### config.mk
export PLATFORM = sky130hd
export DESIGN_NAME = npcm_cell
export DESIGN_NICKNAME = d
export VERILOG_FILES = /design/src/rtl/npcm_pkg.sv /design/src/rtl/npcm_cell.sv
export SDC_FILE = /design/constraint.sdc
export NUM_CORES = 1
export LEC_CHECK = 0
export BUFFER_PORTS_ARGS = -buffer_cell sky130_fd_sc_hd__buf_2
export CELL_PAD_IN_SITES_DETAIL_PLACEMENT = 1
export CELL_PAD_IN_SITES_GLOBAL_PLACEMENT = 2
export CORE_ASPECT_RATIO = 1.5
export CORE_MARGIN = 2
export CORE_UTILIZATION = 45
export CTS_BUF_LIST = sky130_fd_sc_hd__clkbuf_2
export CTS_CLUSTER_DIAMETER = 100
export DETAILED_ROUTE_END_ITERATION = 10
export GPL_ROUTABILITY_DRIVEN = 1
export PLACE_DENSITY = 0.91
export REMOVE_ABC_BUFFERS = 1
export SETUP_SLACK_MARGIN = 0.5
export SYNTH_ARGS = -nofsm -noshare
export SYNTH_HDL_FRONTEND = slang
export SYNTH_SLANG_ARGS = --single-unit
### constraint.sdc
create_clock -name clk -period 17.4 [get_ports clk]
set_clock_uncertainty 0.05 [all_clocks]
set_input_delay 1.74 -clock clk [delete_from_list [all_inputs] [get_ports clk]]
set_output_delay 1.74 -clock clk [all_outputs]
set_load 0.02 [all_outputs]
### src/rtl/npcm_pkg.sv
// ----------------------------------------------------------------------------
// npcm_pkg
// shared types and codes for the nearest palette colour mapper
// ----------------------------------------------------------------------------
package npcm_pkg;

  // request kinds carried on the slave-side tuser
  localparam logic REQ_LOAD  = 1'b0;
  localparam logic REQ_PIXEL = 1'b1;

  // fixed field widths of the stream payloads
  localparam int IDX_BITS  = 6;
  localparam int CFG_BITS  = 7;
  localparam int CH_OUT    = 8;
  localparam int TDATA_BITS = 32;

  // control that travels with each transaction along the cell chain
  typedef struct packed {
    logic valid;
    logic pixel;
    logic have;
  } ctrl_t;

endpackage

### src/rtl/npcm_cell.sv
// ----------------------------------------------------------------------------
// npcm_cell
// one palette slot: holds its entry, scores a passing pixel against it
// and forwards the running best to the next cell
// ----------------------------------------------------------------------------
module npcm_cell #(
  parameter int CB   = 8,
  parameter int IW   = 6,
  parameter int CELL = 0,
  localparam int DW  = 2*CB+2
) (
  input  logic                              clk,
  input  logic                              rst,
  input  logic                              adv,
  input  logic [npcm_pkg::CFG_BITS-1:0]     palette_size,
  input  npcm_pkg::ctrl_t                   in_ctrl,
  input  logic [npcm_pkg::IDX_BITS-1:0]     in_idx,
  input  logic [3*CB-1:0]                   in_pix,
  input  logic [DW-1:0]                     in_bd,
  input  logic [IW-1:0]                     in_bi,
  input  logic [3*CB-1:0]                   in_bc,
  output npcm_pkg::ctrl_t                   out_ctrl,
  output logic [npcm_pkg::IDX_BITS-1:0]     out_idx,
  output logic [3*CB-1:0]                   out_pix,
  output logic [DW-1:0]                     out_bd,
  output logic [IW-1:0]                     out_bi,
  output logic [3*CB-1:0]                   out_bc
);

  logic [3*CB-1:0]  ent;
  logic [2*CB-1:0]  sq [3];
  logic             act;
  logic             wr;

  npcm_pkg::ctrl_t                 a_ctrl;
  logic [npcm_pkg::IDX_BITS-1:0]   a_idx;
  logic [3*CB-1:0]                 a_pix;
  logic [DW-1:0]                   a_bd;
  logic [IW-1:0]                   a_bi;
  logic [3*CB-1:0]                 a_bc;
  logic [3*CB-1:0]                 a_ent;
  logic [2*CB-1:0]                 a_sq [3];
  logic                            a_act;

  logic [DW-1:0]  sum;
  logic           take;

  assign act = (32'(palette_size) > 32'(CELL));
  assign wr  = adv && in_ctrl.valid && !in_ctrl.pixel && (32'(in_idx) == 32'(CELL));

  // entry store, no reset: undefined until loaded
  always_ff @(posedge clk) begin
    if (wr) begin
      ent <= in_pix;
    end
  end

  // per-channel squared difference
  always_comb begin
    logic [CB-1:0] pc, ec, dc;
    for (int c = 0; c < 3; c++) begin
      pc = in_pix[c*CB +: CB];
      ec = ent[c*CB +: CB];
      dc = (pc > ec) ? pc - ec : ec - pc;
      sq[c] = (2*CB)'(dc) * (2*CB)'(dc);
    end
  end

  always_ff @(posedge clk) begin
    if (rst) begin
      a_ctrl <= '0;
    end else if (adv) begin
      a_ctrl <= in_ctrl;
    end
  end

  always_ff @(posedge clk) begin
    if (adv) begin
      a_idx <= in_idx;
      a_pix <= in_pix;
      a_bd  <= in_bd;
      a_bi  <= in_bi;
      a_bc  <= in_bc;
      a_ent <= ent;
      a_sq  <= sq;
      a_act <= act;
    end
  end

  // sum and compare, strict less keeps the lower index on a tie
  assign sum  = DW'(a_sq[0]) + DW'(a_sq[1]) + DW'(a_sq[2]);
  assign take = a_act && a_ctrl.pixel && (!a_ctrl.have || (sum < a_bd));

  always_ff @(posedge clk) begin
    if (rst) begin
      out_ctrl <= '0;
    end else if (adv) begin
      out_ctrl.valid <= a_ctrl.valid;
      out_ctrl.pixel <= a_ctrl.pixel;
      out_ctrl.have  <= a_ctrl.have || take;
    end
  end

  always_ff @(posedge clk) begin
    if (adv) begin
      out_idx <= a_idx;
      out_pix <= a_pix;
      out_bd  <= take ? sum : a_bd;
      out_bi  <= take ? IW'(CELL) : a_bi;
      out_bc  <= take ? a_ent : a_bc;
    end
  end

endmodule

==> run metrics, run 1 <==
outcome completed; Async S/R FF share, synth 0; Setup-failing EPs final 0; post-synthesis cell area 16750 um^2; Die Ht 240.3 um; initial antenna violation count 1; chip width about 160 um; main combinational cell family by area after synthesis adder cells; Post-synth EDFFs 250; IO Pins about 170; core box area 36690 um^2; largest net degree at the start of global routing 81; Fin Setup TNS 0 ns; Port Buffers 171; layout cells sized above 1 0.2014; Worst Path Required about 18 ns; GRT Util Overall 0.1921; CTS resizes 0; XOR/XNOR Fraction of Synth Area 0.03921; Yosys cell types 75; adder-cell share of the synthesized area 0.2414; post-route ant nets 0; initial drt markers 390; GR Overflow Total 0; met3 usage 0.03692; VDD IR max between 100 and 150 uV; postcts setup bufs 0; Worst-Margin Slew slightly above 1 ns; Synth Instances 1403; Post-Syn Area per Cell 11.94 um^2; crit path max fanout 9; total power 3.315 mW; Final Hold Vio Count 0; Post-synth top cells edfxtp_1 (250), inv_1 (233), ha_1 (168); placer congestion estimate around 0.83; dpl hpwl about 28000 um; RSZ-0062 raised after global routing false; Hold-fix buffers, CTS 0; GR peak layer met2; clock root buffer clkbuf_2; maxcap violations 0; die footprint 38820 um^2; WHS 0.3683 ns; fraction of synthesized area in multiplexers 0.03353; nets@finish ~2.0k; Rows 86; Longest Clk Path Bufs 3; critical path class in2reg; Area contributors post-synth edfxtp_1 (45%), ha_1 (13%), fa_1 (12%); register area share after synthesis 0.4552; WL final ~36000 um; Via density between 5 and 6; first-pass iteration count of the detailed router 4; Simple-Gate Fraction of Synth Area 0.08162; final max-slew violation count 0; Worst setup endpoint a_sq[14]; crit path launch type input port; reg2reg end a_sq[14]; cell count of the worst reg-to-reg path 20; Hold WC Path Type reg2reg; FF+latch count, synth 256; starting density of the core 0.4566; grt met2 use 0.3632; via count around 11k; Power Dens Cells 177.4 nW/um^2; Layout area overhead 11.50%; placed cells 2041; CP Capture Type register; Synthesis Warnings 0; slew margin rel. 0.3182; final instance count without filler cells approximately 2.1k; Reg clk slew, reported paths 0.10 ns; Compound-Gate Fraction of Synth Area 0.08909; fillers 4030; DRC Markers 0; Tmin final ~7.4 ns; grt met1 use 0.2056; CTS HTree Levels 3; leakage approximately 8.5 nW; FF-to-FF Start ent[16]; vias in the first global route ~12k; worst skew pair latency around 0.91 ns; TritonCTS sink count between 200 and 300; fmax roughly 0.14 GHz; R2R Setup Slk about 11 ns; Worst Path Arrival a little under 8 ns; cell with the most instances after synthesis edfxtp_1; area leader, netlist edfxtp_1; CTS tree done; first-pass GRT wire length just under 60000 um; Top FF cell, synth edfxtp_1; final worst path period share 0.4228; TritonCTS Buffers between 60 and 70; routed length per instance 16.72 um; Yosys top cell area share 0.4481; Setup crit start in_pix[16]
[placed cells by master (no fill, tap or decap), types with 9 or more instances in the layout]
master	n
edfxtp_1	250
xor2_1	20
o21bai_1	9
nand4_1	9
clkbuf_2	90
ha_1	168
xnor2_1	45
a21oi_1	62
a211oi_1	10
o21ai_0	46
mux2i_1	19
nor3_1	12
inv_1	233
a21o_1	17
o21a_1	18
nor2b_1	23
buf_2	170
fa_1	97
nor2_1	115
clkinv_1	9
nand2_1	33
mux2_2	33
nand3_1	10
nand2b_1	21
[registers in the layout, summed over array words and instances (netlist names), 24 cells and up]
name / count
out_pix: 24
a_bc: 24
a_pix: 24
a_sq: 45
out_bc: 24
ent: 24
a_ent: 24
[report_power, final]
part           switching, mW  internal [mW]  total [mW]
clock                  0.243          0.138       0.381
combinational           1.18          0.876        2.06
sequential            0.0433          0.831       0.874
[worst min-delay path by stage]
stage                    from     endpoint  slack, ns  cells past startpoint
floorplan            a_idx[0]   out_idx[0]       0.35                      0
global placement    a_pix[20]  out_pix[20]       0.35                      0
detailed placement   a_pix[9]   out_pix[9]       0.36                      0
CTS                  a_pix[3]   out_pix[3]       0.38                      0
global route        a_pix[21]  out_pix[21]       0.37                      0
finish               a_pix[2]   out_pix[2]       0.37                      0
[layout make-up]
| class | instances | area (um^2) | area share |
|---|---|---|---|
| sequential | 256 | 7627 | 0.4083 |
| tap | 484 | 605.6 | 0.03242 |
| multi-input combinational | 890 | 8145 | 0.4360 |
| timing repair buffer | 176 | 903.4 | 0.04836 |
| antenna | 1 | 2.502 | 0.0001339 |
| clock inverter | 16 | 65.06 | 0.003483 |
| clock buffer | 90 | 450.4 | 0.02411 |
| inverter | 235 | 882.1 | 0.04722 |
[through the flow]
step | util | setup WS (ns) | cell area, um^2
after floorplan | - | 9.893 | 16640
after global placement | 0.4950 | 9.223 | 18160
after detailed placement | 0.4950 | 9.041 | 18160
after CTS | 0.5091 | 10.05 | 18680
after global routing | 0.5091 | 9.692 | 18680
final | 0.5091 | 10.04 | 18680
[cell families after synthesis]
group / Yosys count
adders and majority gates: 265
xor gates and xnor gates: 70
AOI/OAI and AO/OA: 223
and+or+nand+nor: 277
buffers and inverters: 258
DFF: 256
muxes: 52
other: 2
[worst max-delay path, stage by stage]
cell and delay, ns:
buf_2 0.12, inv_1 0.05, ha_1 0.22, fa_1 0.38, nand3b_1 0.24, a21oi_2 0.25
o31ai_4 0.17, o31ai_1 0.31, xor2_1 0.65, or2_1 0.22, fa_1 0.41, inv_1 0.12
fa_1 0.45, fa_1 0.55, inv_1 0.06, fa_1 0.53, inv_1 0.04, ha_1 0.37
nand2_1 0.07, o21ai_0 0.52, nor2_1 0.10, or3_1 0.35
[layer usage]
layer  up-vias  share of wire
li1       5310              -
met1      5382           0.38
met2       205           0.55
met3        84          0.034
met4         0          0.037
met5         -              0
Note: power is estimated with default switching activity, not from simulation.
==> run 2: changes to the inputs <==
--- a/config.mk
+++ b/config.mk
@@ -10,12 +10,12 @@
 export CELL_PAD_IN_SITES_GLOBAL_PLACEMENT = 2
 export CORE_ASPECT_RATIO = 1.5
 export CORE_MARGIN = 2
-export CORE_UTILIZATION = 45
+export CORE_UTILIZATION = 38
 export CTS_BUF_LIST = sky130_fd_sc_hd__clkbuf_2
 export CTS_CLUSTER_DIAMETER = 100
 export DETAILED_ROUTE_END_ITERATION = 10
 export GPL_ROUTABILITY_DRIVEN = 1
-export PLACE_DENSITY = 0.91
+export PLACE_DENSITY = 0.82
 export REMOVE_ABC_BUFFERS = 1
 export SETUP_SLACK_MARGIN = 0.5
 export SYNTH_ARGS = -nofsm -noshare
==> constraint.sdc (replaced) <==
create_clock -name clk -period 6.6 [get_ports clk]
set_clock_uncertainty 0.05 [all_clocks]
set_input_delay 0.66 -clock clk [delete_from_list [all_inputs] [get_ports clk]]
set_output_delay 0.66 -clock clk [all_outputs]
set_load 0.02 [all_outputs]
==> run metrics, run 2 (synthesized netlist as in run 1, its figures left out) <==
final instance count without filler cells 2463 (+15%); met3 wire len 1210 um (-0.25%); GR Overflow Total 0 (unchanged); Die Ht 261.2 um (+8.7%); clock root buffer clkbuf_2; switching share of total power 0.4296 (-0.01383); initial antenna violation count 2 (+1); fillers 4745 (+18%); Top reg by flops a_sq; Final Hold Vio Count 0 (unchanged); met2 wire length 23190 um (+17%); final instance area 21680 um^2 (+16%); GRT Util Overall 0.1762 (-0.01586); core box area 43750 um^2 (+19%); Port Buffers 171 (unchanged); placer congestion estimate 0.8251 (-0.30%); final worst path period share 0.9333; sequential share of power 0.227 (-0.037); first-pass GRT wire length 64610 um (+9.2%); Worst-Margin Slew 0.9177 ns (-0.1051 ns); vias in the first global route 13.20k (+8.6%); Tmin final 6.160 ns; Setup-failing EPs final 0 (unchanged); DP Worst Slack -0.2593 ns (-9.301 ns); Comb power frac 0.651 (+0.030); die footprint 45820 um^2 (+18%); initial drt markers 403 (+3.3%); critical path class in2reg; Worst Path Required 7.24 ns (-10.74 ns); first-pass iteration count of the detailed router 4 (unchanged); chip width 175.5 um (+8.6%); via count 11.93k (+8.7%); RSZ-0062 raised after global routing true; final max-slew violation count 0 (unchanged); maxcap violations 0 (unchanged); DR top layer met4; TritonCTS sink count 256 (unchanged); TritonCTS Buffers 68 (+3.0%); Final Worst Setup Slack 0.4400 ns (-9.604 ns); Power Dens Cells 469.7 nW/um^2 (+160%); Layout area overhead 29.39%; Int Pwr 5.808 mW (+210%); Rows 94 (+9.3%); CTS HTree Levels 3 (unchanged); VDD IR max 284.2 uV (+150%); clock network power share 0.122 (+0.007); commonest non-fill, non-tap cell in the layout edfxtp_1; Worst Path Arrival 6.80 ns (-1.13 ns); Hold WC Path Type in2reg; Met1 Wirelength 15210 um (+13%); fmax 0.1623 GHz; slew margin rel. 0.3882 (+0.07007); Fin Setup TNS 0 ns (unchanged); worst skew pair latency 0.97 ns (+0.06 ns); outcome completed; flip-flop count of the largest register after layout 45 (unchanged); largest net degree at the start of global routing 175 (+120%); starting density of the core 0.3830 (-0.07368); Via density 4.844 (-5.2%); crit path launch type input port; IO Pins 172 (unchanged); layout cells sized above 1 0.3296 (+0.1282); DP Area 18880 um^2 (+4.0%); nets@finish 2194 (+11%); Sw Pwr 4.375 mW (+200%); placed cells 2212 (+8.4%); DRC Markers 0 (unchanged); crit path max fanout 4 (-5); dpl hpwl 28650 um (+2.1%); Longest Clk Path Bufs 3 (unchanged); Reg clk slew, reported paths 0.10 ns (about the same); CTS tree done; commonest cells after routing, fill and taps aside edfxtp_1 (250), inv_1 (217), buf_2 (170); routed length per instance 16.59 um (-0.78%); WL final 40870 um (+14%); leakage 9.617 nW (+13%); post-route ant nets 0 (unchanged); CP Capture Type register
==> run 2: changes by cell type in the layout (fill, tap and decap cells not counted), moves of 14 or more <==
cell           previous run  this run
dlygate4sd3_1             0        86
nor2_1                  115       100
ha_4                      0        15
ha_1                    168       143
inv_1                   233       217
a21oi_1                  62        43
buf_4                     5       124
a21oi_2                   4        18
inv_2                     5        21
==> run 2: final cells by class <==
class	count	area [um^2]	share of cell area
repair buffers	387	2734	0.1261
clock inverters	24	202.7	0.009350
multi-input cells	890	9045	0.4172
well taps	576	720.7	0.03324
flip-flops and latches	256	7627	0.3518
diodes	3	7.507	0.0003463
inverters	235	882.1	0.04069
clock buffers	92	460.4	0.02124
==> run 2: through the flow <==
stage | power, mW | hold slack (ns) | utilization
2_1_floorplan | 6.426 | 0.3503 | -
3_3_place_gp | 7.869 | 0.3504 | 0.4316
3_5_place_dp | 8.114 | 0.3557 | 0.4316
4_1_cts | 9.614 | 0.03399 | 0.4749
5_1_grt | 11.18 | 0.06731 | 0.4955
6_report | 10.18 | 0.1483 | 0.4955
==> run 2: power groups by stage <==
stage               clock network (mW)  logic [mW]  registers (mW)
floorplan                            0        4.06            2.36
global placement                     0        5.53            2.34
detailed placement                   0        5.76            2.35
CTS                               1.30        6.00            2.31
global route                      1.37        7.48            2.33
finish                            1.24        6.63            2.31
==> run 2: worst max-delay path: stages <==
cell and delay (ns):
dlygate4sd3_1 0.53, buf_2 0.14, inv_1 0.11, ha_4 0.16
fa_2 0.19, nand3b_1 0.18, a21oi_2 0.09, buf_4 0.15
o32ai_4 0.36, a211oi_2 0.11, or3_4 0.34, and2_4 0.19
or2_4 0.23, fa_1 0.56, inv_2 0.06, fa_1 0.48
fa_1 0.57, inv_2 0.04, fa_1 0.49, inv_2 0.05
ha_4 0.15, or2_4 0.25, o311a_4 0.36, a221oi_2 0.27
xnor2_1 0.11
==> run 2: path summary, 6_finish.rpt <==
kind	from	to	slack (ns)	cells past startpoint
setup / recovery	in_pix[8]	a_sq[30]	0.44	25
hold / removal	adv	a_pix[21]	0.15	1
setup reg to reg	ent[8]	a_sq[30]	0.46	21
hold reg to reg	a_pix[21]	out_pix[21]	0.38	0
==> run 2: per-layer routing <==
metal | up-vias | global-route usage
met3 | 77 | 0.02933
met4 | 0 | 0.07805
met2 | 190 | 0.3431
li1 | 5741 | -
met1 | 5924 | 0.1839
met5 | - | 0
==> run 2: timing repair <==
item | CTS | global route
buffers inserted | 17 | 29
hold buffers | 86 | 0
gates resized for setup | 53 | 159
pin swaps | 40 | 93
endpoints found under the hold margin | 109 | 0
endpoints found under the setup margin | 16 | 20
==> run 3: changes to the inputs <==
--- a/config.mk
+++ b/config.mk
@@ -10,12 +10,11 @@
 export CELL_PAD_IN_SITES_GLOBAL_PLACEMENT = 2
 export CORE_ASPECT_RATIO = 1.5
 export CORE_MARGIN = 2
-export CORE_UTILIZATION = 38
-export CTS_BUF_LIST = sky130_fd_sc_hd__clkbuf_2
+export CORE_UTILIZATION = 37
 export CTS_CLUSTER_DIAMETER = 100
 export DETAILED_ROUTE_END_ITERATION = 10
 export GPL_ROUTABILITY_DRIVEN = 1
-export PLACE_DENSITY = 0.82
+export PLACE_DENSITY_LB_ADDON = 0.25
 export REMOVE_ABC_BUFFERS = 1
 export SETUP_SLACK_MARGIN = 0.5
 export SYNTH_ARGS = -nofsm -noshare
==> run metrics, run 3 (synthesized netlist as in run 1, its figures left out) <==
IO Pins 172 (unchanged); Longest Clk Path Bufs 3 (unchanged); Hold Startpoint in_bd[6]; Rows 95 (+1.1%); cell mode on critical path fa_1; Worst Path Required 6.89 ns (-0.35 ns); dpl hpwl 30100 um (+5.1%); critical path class reg2reg; Top reg by flops a_sq; Reg clk slew, reported paths 0.07 ns (-0.03 ns); CP Capture Type register; vias in the first global route 12.27k (-7.0%); GR Overflow Total 0 (unchanged); first-pass iteration count of the detailed router 4 (unchanged); nets@finish 2076 (-5.4%); Die Ht 264.6 um (+1.3%); Final Hold Vio Count 0 (unchanged); final instance area 20980 um^2 (-3.2%); Via density 4.873 (+0.58%); WHS 0.2148 ns (+0.06653 ns); outcome completed; crit-path cells ha_4 > fa_2 > nand3b_1 > a21oi_2 > buf_4 > o32ai_4 > buf_12 > mux2i_2 > xor2_1 > buf_4 > inv_4 > nand2b_4 > fa_1 > inv_2 > fa_1 > inv_1 > fa_1 > fa_1 > inv_2 > ha_4 > or2_4 > o311a_4 > o311ai_0; slew margin rel. 0.4371 (+0.04885); WHS Endpoint a_bd[6]; R2R Setup Slk 0.54 ns (+0.08 ns); post-route ant nets 0 (unchanged); fmax 0.1649 GHz (+1.6%); Tmin final 6.063 ns (-0.09682 ns); leakage 9.231 nW (-4.0%); worst skew pair latency 0.57 ns (-0.40 ns); final max-slew violation count 0 (unchanged); slowest CP cell fa_1; Worst-Margin Slew 0.8444 ns (-0.07328 ns); via count 11.33k (-5.1%); cell count of the worst reg-to-reg path 23 (+9.5%); Hold WC Path Type in2reg; clock root buffer clkbuf_16; Worst Path Arrival 6.35 ns (-0.45 ns); Setup-failing EPs final 0 (unchanged); CTS HTree Levels 1 (-2); Layout area overhead 25.22%; die footprint 47040 um^2 (+2.7%); FF-to-FF Start ent[8]; commonest cells after routing, fill and taps aside edfxtp_1 (250), inv_1 (222), buf_2 (170); placer congestion estimate 0.8245 (about the same); final worst path period share 0.9187 (-0.01467); initial drt markers 338 (-16%); initial antenna violation count 0 (-2); Port Buffers 171 (unchanged); fillers 4765 (+0.42%); crit-path max cell delay 0.55 ns (-0.02 ns); DRC Markers 0 (unchanged); cell count of the worst hold path 1 (unchanged); maxcap violations 0 (unchanged); WL final 39300 um (-3.8%); CTS tree done; GRT Util Overall 0.1661 (-0.01013); routed length per instance 16.90 um (+1.9%); crit path launch type register; chip width 177.8 um (+1.3%); Power Dens Cells 503.3 nW/um^2 (+7.2%); cell family with most CP delay adder cells; first-pass GRT wire length 61940 um (-4.1%); VDD IR max 344.8 uV (+21%); RSZ-0062 raised after global routing true; reg2reg end a_sq[28]; largest net degree at the start of global routing 149 (-15%); commonest non-fill, non-tap cell in the layout edfxtp_1; Final Util 0.4682 (-0.02733); crit path max fanout 5 (+1); CP bufs+invs 7 (unchanged); TritonCTS Buffers 28 (-59%); starting density of the core 0.3739 (-0.009057); TritonCTS sink count 256 (unchanged); layout cells sized above 1 0.3123 (-0.01733); flip-flop count of the largest register after layout 45 (unchanged); DP Area 19110 um^2 (+1.2%); core box area 44810 um^2 (+2.4%)
==> run 3: cell types whose count changed in the layout (fill, tap and decap cells not counted), moves of 4 or more <==
cell / change
buf_4: +7
clkbuf_1: +4
clkbuf_16: +29
clkbuf_2: -92
clkinv_1: -9
clkinv_4: +5
dlygate4sd3_1: -86
fa_1: +4
fa_2: -4
inv_1: +5
inv_2: -10
nor2_1: -4
nor2_2: +5
==> run 3: how the worst max path moves through the flow <==
stage,depth (start not counted),to,startpoint,slack [ns]
after floorplan,15,out_bc[0],a_sq[3],-0.62
after global placement,24,a_sq[30],in_pix[8],-0.11
after detailed placement,24,a_sq[30],in_pix[8],-0.20
after CTS,28,a_sq[31],ent[8],0.50
after global routing,23,a_sq[30],ent[8],0.34
final,23,a_sq[28],ent[8],0.54
==> run 3: where the power goes <==
| group | switching (mW) | internal, mW |
|---|---|---|
| clock | 0.679 | 0.890 |
| combinational | 3.57 | 3.09 |
| sequential | 0.135 | 2.20 |
| total | 4.39 | 6.17 |
==> run 3: per-stage QoR <==
step	power, mW	std cells	worst slack (ns)	TNS [ns]
final	10.56	2325	0.5368	0
after global routing	11.49	2324	0.3445	0
after CTS	10.36	2309	0.5028	0
after detailed placement	8.456	2244	-0.1995	-1.249
after global placement	8.257	2244	-0.1099	-0.2348
after floorplan	6.426	1381	-0.6170	-26.06
==> run 3: final cells by class <==
type                    instances  area [um^2]  share of cell area
multi-input cells             890         8856              0.4221
repair buffers                309         1954             0.09315
inverters                     235        889.6             0.04240
clock inverters                19        181.4            0.008647
well taps                     582        728.2             0.03471
clock buffers                  33        740.7             0.03531
diodes                          1        2.502           0.0001193
flip-flops and latches        256         7627              0.3636
==> run 3: timing repair <==
action                                  in CTS  in global routing
gates cloned                                 0                  0
pin swaps                                   34                 59
gates resized for setup                     63                108
hold buffers                                 0                  0
endpoints found under the setup margin      16                 17
buffers inserted                            13                 15
==> run 3: per-layer routing <==
layer | track usage | wire (um) | share of wire | up-vias
met1 | 0.1800 | 14870 | 0.38 | 5632
met4 | 0.05826 | 1218 | 0.031 | 0
met3 | 0.01865 | 1311 | 0.033 | 50
met5 | 0 | 0 | 0 | -
li1 | - | - | - | 5474
met2 | 0.3253 | 21900 | 0.56 | 173
